File: config.mk
export PLATFORM = sky130hd
export DESIGN_NAME = relay_self_test_sequencer_top
export DESIGN_NICKNAME = d
export VERILOG_FILES = /design/src/hdl/rsts_pkg.sv /design/src/hdl/rsts_core.sv /design/src/hdl/relay_self_test_sequencer_top.sv
export SDC_FILE = /design/constraint.sdc
export NUM_CORES = 1
export LEC_CHECK = 0
export BUFFER_PORTS_ARGS = -buffer_cell sky130_fd_sc_hd__buf_2
export CAP_MARGIN = 20
export CORE_AREA = 2 2 119 121
export CTS_CLUSTER_DIAMETER = 50
export CTS_CLUSTER_SIZE = 12
export DETAILED_ROUTE_END_ITERATION = 12
export DIE_AREA = 0 0 121 123
export PLACE_DENSITY = 0.76
export SLEW_MARGIN = 20
export SYNTH_ARGS = -nofsm -noshare
export SYNTH_HDL_FRONTEND = slang
export SYNTH_SLANG_ARGS = --single-unit
File: constraint.sdc
create_clock -name clk -period 4.4 [get_ports clk]
set_input_delay 0.88 -clock clk [delete_from_list [all_inputs] [get_ports clk]]
set_output_delay 0.88 -clock clk [all_outputs]
set_load 0.05 [all_outputs]
File: src/hdl/rsts_pkg.sv
// shared types and codes of the relay self test sequencer
package rsts_pkg;

  localparam int TimeoutW = 16;
  localparam int MinPollsW = 8;
  localparam int CfgDataW = 16;
  localparam int InDataW = 40;
  localparam int OutDataW = 16;

  // configuration register indexes
  localparam logic CFG_TIMEOUT_MS = 1'b0;
  localparam logic CFG_MIN_POLLS = 1'b1;

  // verdict codes
  localparam logic [1:0] VERDICT_CONT = 2'd0;
  localparam logic [1:0] VERDICT_OK = 2'd1;
  localparam logic [1:0] VERDICT_FAIL = 2'd2;

  // fail causes
  localparam logic [1:0] CAUSE_NONE = 2'd0;
  localparam logic [1:0] CAUSE_STUCK = 2'd1;
  localparam logic [1:0] CAUSE_TIMEOUT = 2'd2;

  // main relay commands
  localparam logic [1:0] CMD_NONE = 2'd0;
  localparam logic [1:0] CMD_OPEN = 2'd1;
  localparam logic [1:0] CMD_CLOSE = 2'd2;

  typedef struct packed {
    logic [31:0] now_ms;
    logic test_status;
    logic safety_closed;
    logic restart;
  } poll_t;

  typedef struct packed {
    logic volt_test_line;
    logic outer_test_line;
    logic base_test_line;
    logic [1:0] main_relay_cmd;
    logic [1:0] fail_cause;
    logic [1:0] verdict;
  } result_t;

endpackage

File: src/hdl/rsts_core.sv
// test sequencer state and the per-poll decision logic
module rsts_core (
  input  logic                                 clk,
  input  logic                                 rst_n,
  input  logic                                 en,
  input  rsts_pkg::poll_t                      poll,
  input  logic [rsts_pkg::TimeoutW-1:0]        timeout_ms,
  input  logic [rsts_pkg::MinPollsW-1:0]       min_polls,
  output rsts_pkg::result_t                    result
);
  import rsts_pkg::*;

  typedef enum logic [3:0] {
    ST_IDLE       = 4'd0,
    ST_INIT_MAIN  = 4'd1,
    ST_MAIN       = 4'd2,
    ST_INIT_BASE  = 4'd3,
    ST_BASE       = 4'd4,
    ST_INIT_OUTER = 4'd5,
    ST_OUTER      = 4'd6,
    ST_INIT_VOLT  = 4'd7,
    ST_VOLT       = 4'd8,
    ST_DONE       = 4'd9
  } step_t;

  typedef enum logic [1:0] {
    WT_NONE  = 2'd0,
    WT_CLOSE = 2'd1,
    WT_OPEN  = 2'd2
  } wait_t;

  step_t       step_r, step_nxt;
  wait_t       wait_r, wait_nxt;
  logic [7:0]  poll_r, poll_nxt, poll_sat;
  logic [31:0] start_r, start_nxt, elapsed;
  logic        base_r, base_nxt;
  logic        outer_r, outer_nxt;
  logic        volt_r, volt_nxt;
  logic        advance;
  logic        waiting;

  assign elapsed = poll.now_ms - start_r;
  assign waiting = (wait_r == WT_CLOSE) || (wait_r == WT_OPEN);
  assign poll_sat = (poll_r == 8'hFF) ? poll_r : poll_r + 8'd1;

  // next state and result of one poll
  always_comb begin
    step_nxt  = step_r;
    wait_nxt  = wait_r;
    poll_nxt  = poll_r;
    start_nxt = start_r;
    base_nxt  = base_r;
    outer_nxt = outer_r;
    volt_nxt  = volt_r;
    advance   = 1'b0;
    result.verdict = VERDICT_CONT;
    result.fail_cause = CAUSE_NONE;
    result.main_relay_cmd = CMD_NONE;

    if (poll.restart) begin
      poll_nxt  = '0;
      start_nxt = '0;
      step_nxt  = ST_IDLE;
      wait_nxt  = WT_NONE;
      base_nxt  = 1'b0;
      outer_nxt = 1'b0;
      volt_nxt  = 1'b0;
    end else if (poll.safety_closed) begin
      step_nxt  = ST_IDLE;
      wait_nxt  = WT_NONE;
      base_nxt  = 1'b0;
      outer_nxt = 1'b0;
      volt_nxt  = 1'b0;
      result.verdict = VERDICT_FAIL;
      result.fail_cause = CAUSE_STUCK;
    end else begin
      advance = 1'b1;
      // relay wait: timeout check, then status check
      if (waiting) begin
        poll_nxt = poll_sat;
        if ((elapsed > {16'h0000, timeout_ms}) && (poll_sat > min_polls)) begin
          advance   = 1'b0;
          step_nxt  = ST_IDLE;
          wait_nxt  = WT_NONE;
          base_nxt  = 1'b0;
          outer_nxt = 1'b0;
          volt_nxt  = 1'b0;
          result.verdict = VERDICT_FAIL;
          result.fail_cause = CAUSE_TIMEOUT;
        end else if ((wait_r == WT_OPEN && poll.test_status) ||
                     (wait_r == WT_CLOSE && !poll.test_status)) begin
          advance = 1'b0;
        end
      end
      // issue the next command of the sequence
      if (advance) begin
        poll_nxt  = '0;
        start_nxt = poll.now_ms;
        case (step_r)
          ST_INIT_MAIN: begin
            result.main_relay_cmd = CMD_OPEN;
            wait_nxt = WT_OPEN;
            step_nxt = ST_MAIN;
          end
          ST_MAIN: begin
            result.main_relay_cmd = CMD_CLOSE;
            wait_nxt = WT_CLOSE;
            step_nxt = ST_INIT_BASE;
          end
          ST_INIT_BASE: begin
            base_nxt = 1'b1;
            wait_nxt = WT_OPEN;
            step_nxt = ST_BASE;
          end
          ST_BASE: begin
            base_nxt = 1'b0;
            wait_nxt = WT_CLOSE;
            step_nxt = ST_INIT_OUTER;
          end
          ST_INIT_OUTER: begin
            outer_nxt = 1'b1;
            wait_nxt  = WT_OPEN;
            step_nxt  = ST_OUTER;
          end
          ST_OUTER: begin
            outer_nxt = 1'b0;
            wait_nxt  = WT_CLOSE;
            step_nxt  = ST_INIT_VOLT;
          end
          ST_INIT_VOLT: begin
            volt_nxt = 1'b1;
            wait_nxt = WT_OPEN;
            step_nxt = ST_VOLT;
          end
          ST_VOLT: begin
            volt_nxt = 1'b0;
            wait_nxt = WT_CLOSE;
            step_nxt = ST_DONE;
          end
          ST_DONE: begin
            wait_nxt = WT_NONE;
            step_nxt = ST_IDLE;
            result.verdict = VERDICT_OK;
          end
          default: begin
            wait_nxt = WT_CLOSE;
            step_nxt = ST_INIT_MAIN;
          end
        endcase
      end
    end

    result.base_test_line  = base_nxt;
    result.outer_test_line = outer_nxt;
    result.volt_test_line  = volt_nxt;
  end

  // state update on each poll that moves to the result register
  always_ff @(posedge clk) begin
    if (!rst_n) begin
      step_r  <= ST_IDLE;
      wait_r  <= WT_NONE;
      poll_r  <= '0;
      start_r <= '0;
      base_r  <= 1'b0;
      outer_r <= 1'b0;
      volt_r  <= 1'b0;
    end else if (en) begin
      step_r  <= step_nxt;
      wait_r  <= wait_nxt;
      poll_r  <= poll_nxt;
      start_r <= start_nxt;
      base_r  <= base_nxt;
      outer_r <= outer_nxt;
      volt_r  <= volt_nxt;
    end
  end

endmodule

File: src/hdl/relay_self_test_sequencer_top.sv
// Relay self test sequencer: top level with input and result registers.
// A poll taken into the input register moves on to the result register when that is free.
// Throughput: one poll per cycle while out_tready holds; the sequencer state update is a single
// compare-and-subtract pass between the input register and result register.
// Reset (rst_n low, synchronous): test idle, drives low, timeout_ms 1000,
// min_polls 5, both pipeline registers empty.
module relay_self_test_sequencer_top (
  input  logic                            clk,
  input  logic                            rst_n,
  // configuration write port
  input  logic                            cfg_we,
  input  logic                            cfg_idx,
  input  logic [rsts_pkg::CfgDataW-1:0]   cfg_wdata,
  // poll input
  input  logic                            in_tvalid,
  output logic                            in_tready,
  // restart, safety_closed, test_status, now_ms[31:0], zero fill
  input  logic [rsts_pkg::InDataW-1:0]    in_tdata,
  // result output
  output logic                            out_tvalid,
  input  logic                            out_tready,
  // verdict[1:0], fail_cause[1:0], main_relay_cmd[1:0], base_test_line,
  // outer_test_line, volt_test_line, zero fill
  output logic [rsts_pkg::OutDataW-1:0]   out_tdata
);
  import rsts_pkg::*;

  logic [TimeoutW-1:0]  timeout_r;
  logic [MinPollsW-1:0] min_polls_r;
  logic                 s1_valid_r;
  poll_t                s1_poll_r;
  logic                 out_valid_r;
  result_t              out_res_r;
  result_t              core_res;
  logic                 out_free;
  logic                 s1_fire;
  logic                 in_fire;

  assign out_free  = !out_valid_r || out_tready;
  assign s1_fire   = s1_valid_r && out_free;
  assign in_tready = !s1_valid_r || out_free;
  assign in_fire   = in_tvalid && in_tready;

  // configuration registers
  always_ff @(posedge clk) begin
    if (!rst_n) begin
      timeout_r   <= TimeoutW'(1000);
      min_polls_r <= MinPollsW'(5);
    end else if (cfg_we) begin
      case (cfg_idx)
        CFG_TIMEOUT_MS: timeout_r   <= cfg_wdata[TimeoutW-1:0];
        CFG_MIN_POLLS:  min_polls_r <= cfg_wdata[MinPollsW-1:0];
        default: ;
      endcase
    end
  end

  // input register
  always_ff @(posedge clk) begin
    if (!rst_n) begin
      s1_valid_r <= 1'b0;
    end else if (in_tready) begin
      s1_valid_r <= in_tvalid;
    end
  end

  always_ff @(posedge clk) begin
    if (in_fire) begin
      s1_poll_r <= in_tdata[$bits(poll_t)-1:0];
    end
  end

  rsts_core u_core (
    .clk        (clk),
    .rst_n      (rst_n),
    .en         (s1_fire),
    .poll       (s1_poll_r),
    .timeout_ms (timeout_r),
    .min_polls  (min_polls_r),
    .result     (core_res)
  );

  // result register
  always_ff @(posedge clk) begin
    if (!rst_n) begin
      out_valid_r <= 1'b0;
    end else if (out_free) begin
      out_valid_r <= s1_valid_r;
    end
  end

  always_ff @(posedge clk) begin
    if (s1_fire) begin
      out_res_r <= core_res;
    end
  end

  assign out_tvalid = out_valid_r;
  assign out_tdata  = {{(OutDataW - $bits(result_t)){1'b0}}, out_res_r};

endmodule

* After elaboration in Yosys (flattened, before gate mapping)
Index checks and enable logic that the tools add are counted.
Word-level totals: bits in registers 119, input bits 62, output and inout bits 18, logic and storage cells 117
Operators by class: add/subtract/negate cells 2, $lt $le $gt $ge 2, eq/ne operators 13, muxes and demuxes 49, bitwise logic cells 3, reductions and logical operators 25
Operator list (count):
- $mux 32 | 3
- $mux 8 | 5
- $pmux 4 s9 | 1
- $gt 32x16->1 | 1
- $sub 32x32->32 | 1
- $mux 4 | 6
- $mux 1 | 20
- $eq 4x3->1 const B | 4
- $mux 2 | 7
- $reduce_and 3->1 | 3
- $add 8x1->8 const B | 1
- $eq 4x2->1 const B | 2
- $eq 4x4->1 const B | 2
- $eq 8x8->1 const B | 1
- $gt 8x8->1 | 1
- $pmux 2 s2 | 2
- $reduce_bool 4->1 | 2
- $mux 3 | 2
- $pmux 1 s2 | 3
- $reduce_or 3->1 | 2
- $logic_and 1x1->1 | 5
- $eq 4x1->1 const B | 1
- $logic_or 1x1->1 | 4
- $reduce_and 2->1 | 2
- other kinds (9) | 13

* Logic depth before layout (Yosys ltp)
Gate-level depths: netlist (run 1).
depth in word-level cells 11, mapped depth 23, gate-level depth less buffers 22

* Hierarchy
From an unflattened synthesis (run 1), not the netlist that was laid out.
Unflattened totals: cells, all modules 833, area, all modules 7533.5 um2
Modules (own cells, without submodules):
- rsts_core | instances 1, cells an instance 667, area an instance 5068.6 um2, seq. area each 980.9 um2
- relay_self_test_sequencer_top | instances 1, cells an instance 166, area an instance 2464.9 um2, seq. area each 1841.8 um2

* Worst setup path before layout (run 1)
OpenSTA, ideal clock, no wires.
path type register -> register, start point register s1_poll_r[3] (netlist name), end point register u_core.start_r[1], library setup time 0.117 ns, arrival 4.249 ns, required time 4.283 ns, setup slack 0.034 ns, cell stages (with the launch flop) 21, path buffers 1, period minus slack after synthesis 4.366 ns, cells stage by stage edfxtp_1 -> inv_1 -> ha_1 -> fa_1 -> nor2b_1 -> o2111ai_1 -> a21boi_1 -> nor2_1 -> o21ai_0 -> xor2_1 -> ha_1 -> a21oi_1 -> nand2_1 -> a221o_1 -> o31a_1 -> nor4bb_1 -> nand4_1 -> o31ai_4 -> a21oi_1 -> buf_2 -> a22o_1
On the way: longest elaborated chain between the ends 9
Ends and longest elaborated chain:
- start, declared | line relay_self_test_sequencer_top.sv:31 | poll_t s1_poll_r;
- start signal, assigned | line relay_self_test_sequencer_top.sv:69 | s1_poll_r <= in_tdata[$bits(poll_t)-1:0];
- $sub 32x32->32 | line rsts_core.sv:42 | assign elapsed = poll.now_ms - start_r;
- $gt 32x16->1 | line rsts_core.sv:81 | if ((elapsed > {16'h0000, timeout_ms}) && (poll_sat > min_polls)) begin
- $logic_and 1x1->1 | line rsts_core.sv:81
- $mux 1 | line rsts_core.sv:81
- $mux 1 | line rsts_core.sv:79 | if (waiting) begin
- $mux 1 | line rsts_core.sv:68 | end else if (poll.safety_closed) begin
- $mux 1 | line rsts_core.sv:60 | if (poll.restart) begin
- $reduce_bool 2->1 (no source line)
- $reduce_and 3->1 (no source line)
- end signal, assigned | line rsts_core.sv:172 | start_r <= start_nxt;
- end, declared | line rsts_core.sv:35 | logic [31:0] start_r, start_nxt, elapsed;
No other way between the ends. The select of a mux whose other input is x is not followed. A chain may end at the register's enable or synchronous reset.

* Worst setup path in the final report (run 1)
Ends and elaborated chain as after synthesis.

==> results of run 1 <==
[metal layers]
metal / share of wire, % / wire length (µm) / vias up
met5: 0 / 0 / -
met4: 3.1 / 552 / 0
met3: 5.6 / 985 / 48
met2: 46 / 8140 / 200
met1: 45 / 7900 / 2920
li1: - / - / 3135
[repair_timing]
action,in CTS,in global routing
endpoints found under the setup margin,57,57
resized for setup,29,16
gates cloned,2,1
setup buffers,9,0
pin swaps,42,13
hold buffers,0,0
[cells in the mapped netlist, types with 3 or more instances]
master,instances
o21a_1,13
nand2_1,90
nor4_1,3
a21oi_1,54
o211ai_1,15
a31oi_1,9
a21boi_0,19
xor2_1,9
nand2b_1,9
ha_1,58
and4_1,6
a22o_1,40
o21ai_0,28
a211oi_1,6
mux2i_1,3
o211a_1,3
nor2b_1,14
edfxtp_1,44
nand3_1,31
and3_1,4
a41o_1,3
dfxtp_1,75
inv_1,70
o2111ai_1,3
buf_1,3
buf_2,9
nor3_1,20
o41ai_1,4
o21ba_2,3
nor2_1,36
clkbuf_1,17
buf_4,10
o221ai_1,3
nand4_1,19
xnor2_1,14
and2_1,6
a21o_1,15
[cell usage in the layout (no fill, tap or decap), types with 15 or more instances in the layout]
cell	Yosys	routed
buf_2	9	67
inv_1	70	70
buf_4	10	41
dfxtp_1	75	75
nand4_1	19	19
nor2_1	36	35
clkbuf_16	0	23
a21oi_1	54	49
nand2_1	90	90
o211ai_1	15	15
a21o_1	15	15
nand3_1	31	30
ha_1	58	57
o21ai_0	28	27
edfxtp_1	44	44
a21boi_0	19	19
a22o_1	40	40
[power breakdown]
part	internal (W)	switching, W	total [W]
Clock	0.000991	0.000530	0.00152
Combinational	0.000207	0.000302	0.000509
Sequential	0.00119	0.0000239	0.00121
[layout make-up]
type                       instances  share of cell area [%]
timing repair buffer             118                    8.98
clock buffer                      22                    6.05
sequential                       119                    31.7
multi-input combinational        583                    46.5
clock inverter                    10                    1.38
tap                              180                    2.53
inverter                          70                    2.95
[critical path, cell delays in order, from the launching register on]
cell and delay [ns]:
edfxtp_1 0.35, inv_1 0.05, ha_2 0.20, fa_2 0.40
nor2b_2 0.15, o2111ai_2 0.17, nand2_1 0.11, a21o_1 0.13
a21oi_2 0.06, nor2b_1 0.13, a21oi_2 0.08, xnor2_2 0.14
ha_1 0.31, nand4_1 0.12, nor2_1 0.06, a221o_1 0.29
o31a_1 0.28, nor4bb_1 0.27, nand4_1 0.19, o31ai_4 0.21
buf_6 0.14, a21oi_4 0.10, clkbuf_16 0.19, a22o_1 0.23
[stage by stage]
stage,util (%),std cells
floorplan,-,811
global placement,58.2,1058
detailed placement,58.2,1058
CTS,64.9,1101
global route,65.5,1102
finish,65.5,1102
[cell families after synthesis]
family                   Yosys count
other                              1
adder cells (fa/ha/maj)           59
buffers and inverters            109
flip-flops                       119
multiplexers                       5
AO/OA/AOI/OAI                    239
AND/OR/NAND/NOR                  250
XOR/XNOR                          23
[worst paths after layout]
path	startpoint	endpoint	slack [ns]
max	s1_poll_r[3]	u_core.start_r[1]	-0.07
min reg2reg	min_polls_r[3]	min_polls_r[3]	0.46
min	min_polls_r[3]	min_polls_r[3]	0.46
max reg2reg	s1_poll_r[3]	u_core.start_r[1]	-0.07
[sequential cells by signal, indices dropped and copies added (netlist names)]
| signal | count |
|---|---|
| min_polls_r | 8 |
| out_tdata | 9 |
| out_tvalid | 1 |
| s1_poll_r | 35 |
| s1_valid_r | 1 |
| timeout_r | 16 |
| u_core.base_r | 1 |
| u_core.outer_r | 1 |
| u_core.poll_r | 8 |
| u_core.start_r | 32 |
| u_core.step_r | 4 |
| u_core.volt_r | 1 |
| u_core.wait_r | 2 |
==> results.cfg, run 1 <==
[setup_path]
ff2ff_path_depth = 23
crit_required_ns = 4.72
critPathMaxFanout = 8
end_kind = flip-flop
worstSetupPathType = reg2reg
crit_arrival_ns = 4.79
critPathLaunchType = flip-flop

[detailed_routing]
drc_errors = 0
wl_per_cell_um = 16.0
antenna_left = 0
first_pass_iters = 5
vias = 6303
drt_iter0_drc = 526
viasPerCell = 5.72
routed_wl_um = 17600

[sta]
tns_ns = -1.78
finalClockSkew_ns = 0.00681
timing.final.ws_setup_ns = -0.0659
rsz0062_at_grt = true
hold_violations = 0
worst_slew_pin_slew_ns = 0.637
min_period_ns = 4.47
max_freq_mhz = 224
max-slew-margin-rel_pct = 57.1
slew_violations = 0
hold_slack_ns = 0.465
finalCritPeriodShare_pct = 101
final-setup-viol-count = 45

[yosys]
synth_fa_ha_area_share_pct = 10.3
yosysSeqAreaShare_pct = 39.1
synth_xor_xnor_area_share_pct = 2.79
ys_seq_elements = 119
ys.warnings.count = 0
synth_compound_area_share_pct = 23.7
synth.cell_area_um2 = 7220
synth_cells = 805
syn_avg_cell_area_um2 = 8.96
async_reset_ff_share_pct = 0
ys.flop_type = dfxtp_1
synth.area.mux_share_pct = 0.728
synthSimpleGateAreaFrac_pct = 16.9
ys_types = 67
synth_top_area_share_pct = 20.8
synth_top_cell_by_area = dfxtp_1
synth_edf_count = 44
synth_area_leaders = dfxtp_1 (21%), edfxtp_1 (18%), ha_1 (10%), a22o_1 (4.9%), nand2_1 (4.7%)
synth_top_family_by_area = compound AO/OA/AOI/OAI gates

[cells_and_area]
nNetsFinal = 1030
diodes = 0
multi_input_area_um2 = 4140
final_layout_size_suffix_gt1_share_pct = 20.6
seqCellArea_um2 = 2820
nFillCells = 1135
area_growth_pct = 23.6
final_cell_area_um2 = 8920

[global_route]
grtUsageTotal_pct = 24.5
gr-total-overflow = 0
first_global_vias = 5966
grt_max_degree = 38
use_met1_pct = 31.2
grt-busiest-layer = met2
antenna_found_initial = 0
met3_usage_pct = 5.17
grt_pass1_wl_um = 28500
grt_use_met2_pct = 39.9

[floorplanning]
die_area_um2 = 14900
ios = 80
die_height_um = 123
fp-row-count = 43
fp.dieW_um = 121
initial_core_util_pct = 53.0
coreArea_um2 = 13600

[run]
maxCapViolations = 0

[hold_path]
hold_path.class = reg2reg
min_delay_path_depth = 2

[pwr]
p_per_area_nw_per_um2 = 363
peakVddDrop_mv = 0.341
power_leakage_nw = 3.66
power_w = 0.00324

[placed_design]
placed_area_um2 = 7930
hpwl_um = 12200
dp_slack_ns = -0.474
port_buffers = 67
place.gp.congestion = 0.977

[status]
status = finished with violations
violations = negative setup slack

[cts]
cts.clk_slew.worst_paths_ns = 0.06
cts_made_buffers = 17
max-clock-path-buffers = 2
htree_levels = 4
clockRootBuffer = clkbuf_16
clkLatencyLatePin_ns = 0.43
cts_tree = done
clock-sinks = 119
No activity file was read; power rests on OpenSTA's default activity.
==> run 2, diff against run 1 <==
--- a/config.mk
+++ b/config.mk
@@ -12,7 +12,7 @@
 export CTS_CLUSTER_SIZE = 12
 export DETAILED_ROUTE_END_ITERATION = 12
 export DIE_AREA = 0 0 121 123
-export PLACE_DENSITY = 0.76
+export PLACE_DENSITY = 0.75
 export SLEW_MARGIN = 20
 export SYNTH_ARGS = -nofsm -noshare
 export SYNTH_HDL_FRONTEND = slang
==> results.cfg, run 2 (synthesized netlist as in run 1, its figures left out) <==
[global_route]
grtUsageTotal_pct = 24.5
grt_pass1_wl_um = 28500
grt_max_degree = 38
gr-total-overflow = 0
antenna_found_initial = 0
first_global_vias = 6022

[pwr]
power_leakage_nw = 3.63
peakVddDrop_mv = 0.354
power_w = 0.00310
p_per_area_nw_per_um2 = 346

[detailed_routing]
wl_per_cell_um = 15.8
first_pass_iters = 5
drc_errors = 0
drt_iter0_drc = 591
vias = 6303
viasPerCell = 5.68
routed_wl_um = 17500
antenna_left = 0

[floorplanning]
coreArea_um2 = 13600
fp-row-count = 43
ios = 80
die_height_um = 123
die_area_um2 = 14900
initial_core_util_pct = 53.0
fp.dieW_um = 121

[cts]
clock-sinks = 119
clkLatencyLatePin_ns = 0.42
clockRootBuffer = clkbuf_16
cts_tree = done
max-clock-path-buffers = 2
htree_levels = 4
cts.clk_slew.worst_paths_ns = 0.05
cts_made_buffers = 17
cts_hold_buf = 0

[setup_path]
worstSetupPathType = reg2reg
ff2ff_path_depth = 24
end_kind = flip-flop
critPathMaxFanout = 8
crit_arrival_ns = 4.90
crit_required_ns = 4.71
critPathLaunchType = flip-flop

[cells_and_area]
fin_util_pct = 65.8
final_cell_mix = nand2_1 (90), dfxtp_1 (75), inv_1 (70)
nNetsFinal = 1037
layout_commonest_cell = nand2_1
largestRegisters = s1_poll_r x35, u_core.start_r x32, timeout_r x16
largest_register_ffs = 35
diodes = 0
area_growth_pct = 24.1
final_layout_size_suffix_gt1_share_pct = 21.2
top_register = s1_poll_r
finish.cell_count_without_fillers = 1109

[sta]
finalCritPeriodShare_pct = 104
max_freq_mhz = 218
timing.final.ws_setup_ns = -0.187
max-slew-margin-rel_pct = 51.5
tns_ns = -6.72
hold_violations = 0
min_period_ns = 4.59
rsz0062_at_grt = true
finalClockSkew_ns = 0.00872
final-setup-viol-count = 57
hold_slack_ns = 0.463
slew_violations = 0
worst_slew_pin_slew_ns = 0.721

[hold_path]
hold_path.class = reg2reg
min_delay_path_depth = 2

[placed_design]
dp.cells = 1058
hpwl_um = 12300
port_buffers = 67
place.gp.congestion = 0.937

[run]
maxCapViolations = 0

[status]
status = finished with violations
violations = negative setup slack
==> run 2: worst paths after layout <==
check,start,end,slack [ns]
min reg2reg,min_polls_r[5],min_polls_r[5],0.46
max,s1_poll_r[7],u_core.start_r[5],-0.19
max reg2reg,s1_poll_r[7],u_core.start_r[5],-0.19
min,min_polls_r[5],min_polls_r[5],0.46
==> run 2: layout make-up <==
cell class	count	area, µm²
clock buffers	26	532
multi-input cells	583	4200
well taps	180	225
flip-flops and latches	119	2820
fillers	1100	4660
inverters	70	263
repair buffers	125	850
clock inverters	6	58.8
==> run 2: per-stage QoR <==
stage | instance area (µm²) | worst slack, ns
global placement | 7930 | -0.328
CTS | 8790 | -0.0803
finish | 8950 | -0.187
global route | 8950 | -0.353
detailed placement | 7930 | -0.409
floorplan | 7240 | 0.0340
==> run 2: timing repair <==
action / CTS / global route
cloned: 2 / 1
gates resized for setup: 33 / 23
setup buffers: 11 / 5
setup endpoints to repair: 57 / 57
pin swaps: 27 / 31
==> run 2: power by group <==
group          total [W]  leakage (nW)  internal [W]  switching (W)
Clock            0.00136         0.291      0.000886       0.000477
Sequential       0.00121          1.04       0.00119      0.0000236
Combinational   0.000524          2.30      0.000215       0.000309
Total            0.00310          3.63       0.00229       0.000810
==> run 2: worst max-delay path: stages, from the launching register on <==
cell and delay (ns):
edfxtp_1 0.39, ha_1 0.33, a21o_1 0.17, a21oi_1 0.22, buf_4 0.15, a21boi_2 0.07, buf_4 0.14, buf_4 0.13
buf_4 0.12, buf_4 0.12, buf_4 0.12, buf_4 0.12, buf_4 0.12, buf_4 0.12, buf_4 0.12, buf_4 0.12
buf_4 0.13, o21ai_1 0.15, a21oi_1 0.10, a211oi_2 0.34, o2111ai_2 0.21, o31ai_4 0.38, a21oi_4 0.17, clkbuf_16 0.21
a22o_1 0.23
==> run 2: routing by layer <==
metal  up-vias  part of all wire (%)  GRT usage [%]
met3        41                   4.8           5.67
li1       3156                     -              -
met1      2919                    46           31.2
met2       187                    47           40.1
met4         0                   2.7           10.0
met5         -                     0              0
